**config.mk**
```make
export PLATFORM = sky130hd
export DESIGN_NAME = json_string_unescape_utf8
export DESIGN_NICKNAME = d
export VERILOG_FILES = /design/src/rtl/core/jsu_pkg.sv /design/src/rtl/core/json_string_unescape_utf8.sv /design/src/rtl/core/jsu_front.sv /design/src/rtl/core/jsu_fifo.sv /design/src/rtl/core/jsu_back.sv
export SDC_FILE = /design/constraint.sdc
export NUM_CORES = 1
export LEC_CHECK = 0
export BUFFER_PORTS_ARGS = -buffer_cell sky130_fd_sc_hd__buf_2
export CAP_MARGIN = 20
export CORE_MARGIN = 3
export CORE_UTILIZATION = 32
export DETAILED_ROUTE_END_ITERATION = 16
export GPL_ROUTABILITY_DRIVEN = 0
export MAX_ROUTING_LAYER = met4
export PLACE_DENSITY_LB_ADDON = 0.12
export SYNTH_ARGS = -nofsm -noshare
export SYNTH_HDL_FRONTEND = slang
export SYNTH_HIERARCHICAL = 1
export SYNTH_SLANG_ARGS = --single-unit
```
**constraint.sdc**
```tcl
create_clock -name clk_i -period 5.55 [get_ports clk_i]
set_input_delay 0.8325 -clock clk_i [delete_from_list [all_inputs] [get_ports clk_i]]
set_output_delay 0.8325 -clock clk_i [all_outputs]
set_load 0.02 [all_outputs]
```
**src/rtl/core/jsu_pkg.sv**
```systemverilog
// Shared types and character constants for the JSON string unescape block.
package jsu_pkg;

  typedef enum logic [2:0] {
    PH_IDLE  = 3'd0,
    PH_BODY  = 3'd1,
    PH_ESC   = 3'd2,
    PH_HEX0  = 3'd3,
    PH_HEX1  = 3'd4,
    PH_HEX2  = 3'd5,
    PH_HEX3  = 3'd6,
    PH_DRAIN = 3'd7
  } phase_e;

  typedef enum logic [1:0] {
    KIND_DATA  = 2'd0,
    KIND_DONE  = 2'd1,
    KIND_ERROR = 2'd2
  } kind_e;

  // One group holds every result that a single input byte causes.
  typedef struct packed {
    logic [1:0]      cnt;
    kind_e           kind;
    logic [2:0][7:0] data;
    logic [7:0]      len;
  } grp_t;

  localparam logic [8:0] CapReset = 9'd128;
  localparam logic [8:0] CapMax   = 9'd256;

  localparam logic [7:0] ChQuote = 8'h22;
  localparam logic [7:0] ChBslash = 8'h5C;
  localparam logic [7:0] ChSpace = 8'h20;
  localparam logic [7:0] ChTab   = 8'h09;
  localparam logic [7:0] ChLf    = 8'h0A;
  localparam logic [7:0] ChCr    = 8'h0D;
  localparam logic [7:0] ChBs    = 8'h08;
  localparam logic [7:0] ChFf    = 8'h0C;

  localparam logic [7:0] Utf8Lead2 = 8'hC0;
  localparam logic [7:0] Utf8Lead3 = 8'hE0;
  localparam logic [7:0] Utf8Cont  = 8'h80;

endpackage

```
**src/rtl/core/json_string_unescape_utf8.sv**
```systemverilog
// Top level: one raw byte per cycle in, a queue of decoded results out.
// Throughput is one byte per cycle while the group queue has room; a \u escape that becomes
// two or three UTF-8 bytes needs that many result transfers, which the queue absorbs.
// Path: a byte's group enters the queue at its input transfer edge, and the result register
// loads it from the queue once the back end is free.
// Reset clears phase, code point, stored count and queue; capacity returns to 128.
module json_string_unescape_utf8 #(
  parameter int unsigned QueueDepth = 4
) (
  input  logic       clk_i,
  input  logic       rst_ni,
  input  logic       cfg_we_i,
  input  logic [8:0] cfg_wdata_i,
  input  logic       push,
  output logic       full,
  input  logic [7:0] in_byte_i,
  input  logic       line_end_i,
  output logic       empty,
  input  logic       pop,
  output logic [1:0] kind_o,
  output logic [7:0] out_byte_o,
  output logic [7:0] stored_length_o,
  output logic       last_o
);
  import jsu_pkg::*;

  logic accept;
  logic grp_valid;
  grp_t grp_in;
  grp_t grp_out;
  logic q_full;
  logic q_empty;
  logic q_pop;

  // A byte is taken whenever the queue has room for the group it may create. The
  // front end updates its state at the same edge, so bytes that produce nothing
  // (whitespace, an opening quote, a backslash, all but the last hex digit) never touch the queue.
  assign full   = q_full;
  assign accept = push && !q_full;

  jsu_front u_front (
    .clk_i       (clk_i),
    .rst_ni      (rst_ni),
    .cfg_we_i    (cfg_we_i),
    .cfg_wdata_i (cfg_wdata_i),
    .accept_i    (accept),
    .in_byte_i   (in_byte_i),
    .line_end_i  (line_end_i),
    .grp_valid_o (grp_valid),
    .grp_o       (grp_in)
  );

  // Each entry carries every result of one input byte, so the back end can walk a
  // multi-byte UTF-8 sequence while the front end keeps parsing.
  jsu_fifo #(
    .Depth (QueueDepth)
  ) u_fifo (
    .clk_i     (clk_i),
    .rst_ni    (rst_ni),
    .wr_i      (grp_valid),
    .wr_data_i (grp_in),
    .rd_i      (q_pop),
    .rd_data_o (grp_out),
    .full_o    (q_full),
    .empty_o   (q_empty)
  );

  // The back end presents one result at a time; last marks the final result that
  // belongs to the group it is walking.
  jsu_back u_back (
    .clk_i           (clk_i),
    .rst_ni          (rst_ni),
    .q_empty_i       (q_empty),
    .q_data_i        (grp_out),
    .q_pop_o         (q_pop),
    .pop_i           (pop),
    .empty_o         (empty),
    .kind_o          (kind_o),
    .out_byte_o      (out_byte_o),
    .stored_length_o (stored_length_o),
    .last_o          (last_o)
  );

  // Completion and error results always stand alone in their group.
  assert property (@(posedge clk_i) disable iff (!rst_ni)
    (!empty && kind_o != KIND_DATA) |-> last_o)
    else $error("completion or error result not marked last");

  // Only data results carry a byte and only completion carries a length.
  assert property (@(posedge clk_i) disable iff (!rst_ni)
    !empty |-> ((kind_o == KIND_DATA) || (out_byte_o == 8'd0)) &&
               ((kind_o == KIND_DONE) || (stored_length_o == 8'd0)))
    else $error("result fields not zero for their kind");

  // A full queue means the back end must be holding a result.
  assert property (@(posedge clk_i) disable iff (!rst_ni)
    full |-> !empty)
    else $error("queue full while no result is presented");

  // A result kind is never the unused code.
  assert property (@(posedge clk_i) disable iff (!rst_ni)
    !empty |-> (kind_o != 2'd3))
    else $error("invalid result kind presented");

endmodule

```
**src/rtl/core/jsu_front.sv**
```systemverilog
// Front end: parses raw bytes, tracks the string state and builds result groups.
module jsu_front (
  input  logic          clk_i,
  input  logic          rst_ni,
  input  logic          cfg_we_i,
  input  logic [8:0]    cfg_wdata_i,
  input  logic          accept_i,
  input  logic [7:0]    in_byte_i,
  input  logic          line_end_i,
  output logic          grp_valid_o,
  output jsu_pkg::grp_t grp_o
);
  import jsu_pkg::*;

  phase_e      phase_q, phase_d;
  logic [15:0] cp_q, cp_d;
  logic [7:0]  stored_q, stored_d;
  logic [8:0]  cap_q;

  logic [8:0]  cap_eff;
  logic [9:0]  sum1, sum2, sum3;
  logic        fit1, fit2, fit3;
  logic        hex_ok;
  logic [3:0]  hex_val;
  logic [15:0] cp_next;
  logic        is_ws;
  logic        do_fail;
  logic        do_store;
  logic        do_emit;
  logic [7:0]  store_byte;
  grp_t        grp;

  always_comb begin
    hex_ok  = 1'b1;
    hex_val = 4'd0;
    if (in_byte_i >= 8'h30 && in_byte_i <= 8'h39) begin
      hex_val = 4'(in_byte_i - 8'h30);
    end else if (in_byte_i >= 8'h61 && in_byte_i <= 8'h66) begin
      hex_val = 4'(in_byte_i - 8'h57);
    end else if (in_byte_i >= 8'h41 && in_byte_i <= 8'h46) begin
      hex_val = 4'(in_byte_i - 8'h37);
    end else begin
      hex_ok = 1'b0;
    end
  end

  assign cap_eff = (cap_q > CapMax) ? CapMax : cap_q;
  assign sum1    = {2'b00, stored_q} + 10'd1;
  assign sum2    = {2'b00, stored_q} + 10'd2;
  assign sum3    = {2'b00, stored_q} + 10'd3;
  assign fit1    = sum1 < {1'b0, cap_eff};
  assign fit2    = sum2 < {1'b0, cap_eff};
  assign fit3    = sum3 < {1'b0, cap_eff};
  assign cp_next = {cp_q[11:0], hex_val};
  assign is_ws   = (in_byte_i == ChSpace) || (in_byte_i == ChTab) ||
                   (in_byte_i == ChLf) || (in_byte_i == ChCr);

  always_comb begin
    phase_d    = phase_q;
    cp_d       = cp_q;
    stored_d   = stored_q;
    do_fail    = 1'b0;
    do_store   = 1'b0;
    do_emit    = 1'b0;
    store_byte = in_byte_i;
    grp        = '0;

    unique case (phase_q)
      PH_IDLE: begin
        if (is_ws) begin
          do_fail = line_end_i;
        end else if (in_byte_i != ChQuote || line_end_i) begin
          do_fail = 1'b1;
        end else begin
          stored_d = '0;
          phase_d  = PH_BODY;
        end
      end
      PH_BODY: begin
        if (in_byte_i == ChQuote) begin
          phase_d  = PH_IDLE;
          grp.cnt  = 2'd1;
          grp.kind = KIND_DONE;
          grp.len  = stored_q;
        end else if (line_end_i) begin
          do_fail = 1'b1;
        end else if (in_byte_i == ChBslash) begin
          phase_d = PH_ESC;
        end else begin
          do_store = 1'b1;
        end
      end
      PH_ESC: begin
        if (line_end_i) begin
          do_fail = 1'b1;
        end else begin
          phase_d = PH_BODY;
          case (in_byte_i)
            8'h6E:   store_byte = ChLf;
            8'h72:   store_byte = ChCr;
            8'h74:   store_byte = ChTab;
            8'h62:   store_byte = ChBs;
            8'h66:   store_byte = ChFf;
            default: store_byte = in_byte_i;
          endcase
          if (in_byte_i == 8'h75) begin
            cp_d    = '0;
            phase_d = PH_HEX0;
          end else begin
            do_store = 1'b1;
          end
        end
      end
      PH_HEX0, PH_HEX1, PH_HEX2, PH_HEX3: begin
        if (!hex_ok || line_end_i) begin
          do_fail = 1'b1;
        end else begin
          cp_d = cp_next;
          if (phase_q == PH_HEX3) begin
            phase_d = PH_BODY;
            do_emit = 1'b1;
          end else begin
            phase_d = phase_e'(phase_q + 3'd1);
          end
        end
      end
      PH_DRAIN: begin
        if (line_end_i) begin
          phase_d = PH_IDLE;
        end
      end
      default: phase_d = PH_IDLE;
    endcase

    if (do_fail) begin
      grp.cnt  = 2'd1;
      grp.kind = KIND_ERROR;
      phase_d  = line_end_i ? PH_IDLE : PH_DRAIN;
    end

    // A single byte, either plain or from an escape or a short code point.
    if (do_store || (do_emit && cp_next < 16'h0080)) begin
      if (fit1) begin
        stored_d    = sum1[7:0];
        grp.cnt     = 2'd1;
        grp.kind    = KIND_DATA;
        grp.data[0] = do_emit ? cp_next[7:0] : store_byte;
      end
    end else if (do_emit && cp_next < 16'h0800) begin
      if (fit2) begin
        stored_d    = sum2[7:0];
        grp.cnt     = 2'd2;
        grp.kind    = KIND_DATA;
        grp.data[0] = Utf8Lead2 | {3'b000, cp_next[10:6]};
        grp.data[1] = Utf8Cont | {2'b00, cp_next[5:0]};
      end
    end else if (do_emit) begin
      if (fit3) begin
        stored_d    = sum3[7:0];
        grp.cnt     = 2'd3;
        grp.kind    = KIND_DATA;
        grp.data[0] = Utf8Lead3 | {4'b0000, cp_next[15:12]};
        grp.data[1] = Utf8Cont | {2'b00, cp_next[11:6]};
        grp.data[2] = Utf8Cont | {2'b00, cp_next[5:0]};
      end
    end
  end

  assign grp_o       = grp;
  assign grp_valid_o = accept_i && (grp.cnt != 2'd0);

  always_ff @(posedge clk_i or negedge rst_ni) begin
    if (!rst_ni) begin
      phase_q  <= PH_IDLE;
      cp_q     <= '0;
      stored_q <= '0;
      cap_q    <= CapReset;
    end else begin
      if (cfg_we_i) begin
        cap_q <= cfg_wdata_i;
      end
      if (accept_i) begin
        phase_q  <= phase_d;
        cp_q     <= cp_d;
        stored_q <= stored_d;
      end
    end
  end

endmodule

```
**src/rtl/core/jsu_fifo.sv**
```systemverilog
// Small group queue between the parser front end and the result back end.
module jsu_fifo #(
  parameter int unsigned Depth = 4
) (
  input  logic          clk_i,
  input  logic          rst_ni,
  input  logic          wr_i,
  input  jsu_pkg::grp_t wr_data_i,
  input  logic          rd_i,
  output jsu_pkg::grp_t rd_data_o,
  output logic          full_o,
  output logic          empty_o
);
  import jsu_pkg::*;

  localparam int unsigned PtrW = (Depth > 1) ? $clog2(Depth) : 1;
  localparam int unsigned CntW = $clog2(Depth + 1);
  localparam logic [PtrW-1:0] PtrLast = PtrW'(Depth - 1);
  localparam logic [CntW-1:0] CntFull = CntW'(Depth);

  grp_t            mem_q [Depth];
  logic [PtrW-1:0] wr_ptr_q, rd_ptr_q;
  logic [CntW-1:0] cnt_q;
  logic            do_wr, do_rd;

  assign full_o    = cnt_q == CntFull;
  assign empty_o   = cnt_q == '0;
  assign do_wr     = wr_i && !full_o;
  assign do_rd     = rd_i && !empty_o;
  assign rd_data_o = mem_q[rd_ptr_q];

  always_ff @(posedge clk_i) begin
    if (do_wr) begin
      mem_q[wr_ptr_q] <= wr_data_i;
    end
  end

  always_ff @(posedge clk_i or negedge rst_ni) begin
    if (!rst_ni) begin
      wr_ptr_q <= '0;
      rd_ptr_q <= '0;
      cnt_q    <= '0;
    end else begin
      if (do_wr) begin
        wr_ptr_q <= (wr_ptr_q == PtrLast) ? '0 : wr_ptr_q + 1'b1;
      end
      if (do_rd) begin
        rd_ptr_q <= (rd_ptr_q == PtrLast) ? '0 : rd_ptr_q + 1'b1;
      end
      if (do_wr && !do_rd) begin
        cnt_q <= cnt_q + 1'b1;
      end else if (do_rd && !do_wr) begin
        cnt_q <= cnt_q - 1'b1;
      end
    end
  end

endmodule

```
**src/rtl/core/jsu_back.sv**
```systemverilog
// Back end: holds one result group and hands its results out one per transfer.
module jsu_back (
  input  logic          clk_i,
  input  logic          rst_ni,
  input  logic          q_empty_i,
  input  jsu_pkg::grp_t q_data_i,
  output logic          q_pop_o,
  input  logic          pop_i,
  output logic          empty_o,
  output logic [1:0]    kind_o,
  output logic [7:0]    out_byte_o,
  output logic [7:0]    stored_length_o,
  output logic          last_o
);
  import jsu_pkg::*;

  grp_t       grp_q;
  logic [1:0] idx_q;
  logic       busy_q;
  logic       is_last;
  logic       done;

  assign is_last = idx_q == (grp_q.cnt - 2'd1);
  assign done    = busy_q && pop_i && is_last;
  assign q_pop_o = !q_empty_i && (!busy_q || done);

  always_ff @(posedge clk_i) begin
    if (q_pop_o) begin
      grp_q <= q_data_i;
    end
  end

  always_ff @(posedge clk_i or negedge rst_ni) begin
    if (!rst_ni) begin
      busy_q <= 1'b0;
      idx_q  <= '0;
    end else begin
      if (q_pop_o) begin
        busy_q <= 1'b1;
        idx_q  <= '0;
      end else if (done) begin
        busy_q <= 1'b0;
      end else if (busy_q && pop_i) begin
        idx_q <= idx_q + 2'd1;
      end
    end
  end

  assign empty_o         = !busy_q;
  assign kind_o          = grp_q.kind;
  assign out_byte_o      = grp_q.data[idx_q];
  assign stored_length_o = grp_q.len;
  assign last_o          = is_last;

endmodule

```
==> flow_summary.ini <==
[cts]
clk_pin_slew_ps = 60
htree_levels = 1
cts_tree = built
cts_buffer_depth = 3
clk_latency_ps = 540
hold_buffers = 0
postCtsSetupRepairBufs = 0
clockRootBuffer = clkbuf_16
numCtsBuffers = 26
cts_resized = 0
cts.sinks = 222

[detailed_routing]
drt_wl_total_um = 27400
post-route-drc-count = 0
antenna_left = 0
wl_per_cell_um = 20.8
vias = 6935
viasPerCell = 5.25
dr.pass1.iters = 5
drt_iter0_drc = 589

[layout]
num-fill-cells = 3296
most-common-layout-cells = edfxtp_1 (180), nand2_1 (52), buf_2 (43), o21ai_0 (42), dfrtp_1 (40)
fin_area_sq_mm = 0.0127
drive_above_1_share_pct = 21.4
layout.nets = 916
area_delta_synth_final_pct = 14.4
final_common_cell = edfxtp_1
diodes = 0
final_cells = 1321

[critical_path]
reg2regPathDepth = 18
crit_fanout = 8
required_ps = 6000
cp.depth = 18
crit_arrival_ps = 5400
crit_type = reg2reg
cp_num_buf_inv = 1
path_cells = ha_1, nand3_1, nor2_1, xor2_1, ha_1, a2111oi_0, o21ai_0, o211a_1, a31oi_1, nor3_1, a21oi_1, nor2b_1, ha_1, inv_1, fa_1, xor2_1, nor2_1, xor2_1
crit_family = compound AO/OA/AOI/OAI gates
cp-start-kind = register
slowest_stage = a2111oi_0
max_stage_delay_ps = 540
endpoint_kind = register

[synth]
ys_seq_area_share_pct = 58.0
async_flop_share_pct = 18.9
ys_warn_count = 6
netlist_area_sq_mm = 0.0111
synth_seq_cells = 222
synth-edff-count = 180
yosysUniqueCellTypes = 92
syn_avg_cell_area_sq_um = 13.7
syn_inst = 815
yosys_most_used_dff = edfxtp_1

[placed_design]
placed_cell_area_sq_mm = 0.0118
hpwl_um = 19200
dp_cells = 1273
numPortBuffers = 43

[timing]
finalSetupViolCount = 0
worst_pin_slew_ps = 848
timing.slew.headroom_pct = 43.1
tns_ps = 0
report.final.slew_viol_count = 0
hold_violations = 0
whs_ps = 394
finalCritPeriodShare_pct = 89.2
max_freq_ghz = 0.202
rsz0062_at_grt = no
clock_skew_ps = 16.5
fin_crit_ps = 4950

[grt]
grtUsageTotal_pct = 15.4
grt_pass1_vias = 6943
overflow = 0
antenna_found_initial = 0
grt_max_degree = 43
grt_pass1_wl_um = 42700

[floorplanning]
initial_core_util_pct = 32.9
io_pins = 44
die_h_um = 192
rows = 67
core_area_sq_mm = 0.0339
fp.dieArea_sq_mm = 0.0371
die_x_um = 192

[pwr]
power_density_mw_per_mm2 = 543
power.total_mw = 6.92
vdd.ir_drop.worst_mv = 0.277
leakagePower_nw = 4.47

[job]
cap_viol_max_count = 0

[outcome]
status = complete, no violations

[min_path]
hp-class = in2async
## cell usage after synthesis, types with 15 or more instances
library cell | number | area (sq um)
edfxtp_1 | 180 | 5410
nand2_1 | 52 | 195
o21ai_0 | 42 | 210
dfrtp_1 | 41 | 1030
ha_1 | 39 | 488
mux4_2 | 36 | 811
nor2_1 | 34 | 128
inv_1 | 30 | 113
a21oi_1 | 24 | 120
nand3_1 | 21 | 105
clkbuf_1 | 17 | 63.8
mux2_2 | 17 | 191
mux2i_1 | 17 | 170
and2_1 | 15 | 93.8
buf_2 | 15 | 75.1
xnor2_1 | 15 | 131
## layout make-up
type | count | area (sq um) | share of cell area (%)
inverters | 32 | 120 | 0.943
multi-input cells | 510 | 4290 | 33.7
clock buffers | 36 | 728 | 5.72
flip-flops and latches | 222 | 6460 | 50.7
well taps | 448 | 561 | 4.40
clock inverters | 12 | 170 | 1.34
repair buffers | 61 | 404 | 3.17
## flip-flops by register name, summed over array words and instances, names as in the netlist
| register | count |
|---|---|
| u_front/stored_q | 8 |
| u_front/phase_q | 3 |
| u_fifo/cnt_q | 3 |
| u_fifo/wr_ptr_q | 2 |
| u_fifo/rd_ptr_q | 2 |
| u_back/busy_q | 1 |
| u_fifo/mem_q | 144 |
| u_back/stored_length_o | 8 |
| u_back/idx_q | 2 |
| u_front/cap_q | 9 |
| u_front/cp_q | 12 |
| u_back/kind_o | 2 |
| u_back/grp_q | 26 |
## final timing paths
| check | slack [ps] | end | startpoint |
|---|---|---|---|
| hold / removal | 390 | u_front/cap_q[5]$_DFFE_PN0P_ | rst_ni |
| min in group clk_i | 510 | u_front/cap_q[5]$_DFFE_PN0P_ | u_front/cap_q[5]$_DFFE_PN0P_ |
| max in group asynchronous | 4690 | u_fifo/rd_ptr_q[0]$_DFFE_PN0P_ | rst_ni |
| setup / recovery | 600 | u_fifo/cnt_q[2]$_DFFE_PN0P_ | u_front/stored_q[0]$_DFFE_PN0P_ |
| hold reg to reg | 510 | u_front/cap_q[5]$_DFFE_PN0P_ | u_front/cap_q[5]$_DFFE_PN0P_ |
| setup reg to reg | 600 | u_fifo/cnt_q[2]$_DFFE_PN0P_ | u_front/stored_q[0]$_DFFE_PN0P_ |
## layer usage
metal / vias to the layer above / share of wire (%) / GRT usage [%] / wire, um
met3: 43 / 4.4 / 2.13 / 1200
met4: 0 / 2.6 / 4.43 / 718
met1: 3463 / 47 / 21.9 / 13000
met5: - / 0 / - / 0
li1: 3260 / - / - / -
met2: 169 / 46 / 23.1 / 12500
## power by group
| group | switching [mW] | leakage [nW] | internal (mW) |
|---|---|---|---|
| logic | 1.54 | 1.88 | 1.03 |
| registers | 0.268 | 2.16 | 2.33 |
| clock network | 0.683 | 0.428 | 1.06 |
## logic make-up after synthesis
group                      share of synthesized area (%)
AOI/OAI and AO/OA                                   10.5
DFF                                                 58.0
muxes                                               10.8
and+or+nand+nor                                     10.5
other                                             0.0337
adders and majority gates                           4.56
buffers and inverters                               3.68
xor gates and xnor gates                            1.88
## stage by stage
step	util (%)	worst slack, ps
3_5_place_dp	34.9	608
3_3_place_gp	34.9	753
5_1_grt	37.6	143
6_report	37.6	600
4_1_cts	37.6	573
2_1_floorplan	-	826
(Power assumes the default switching activity.)
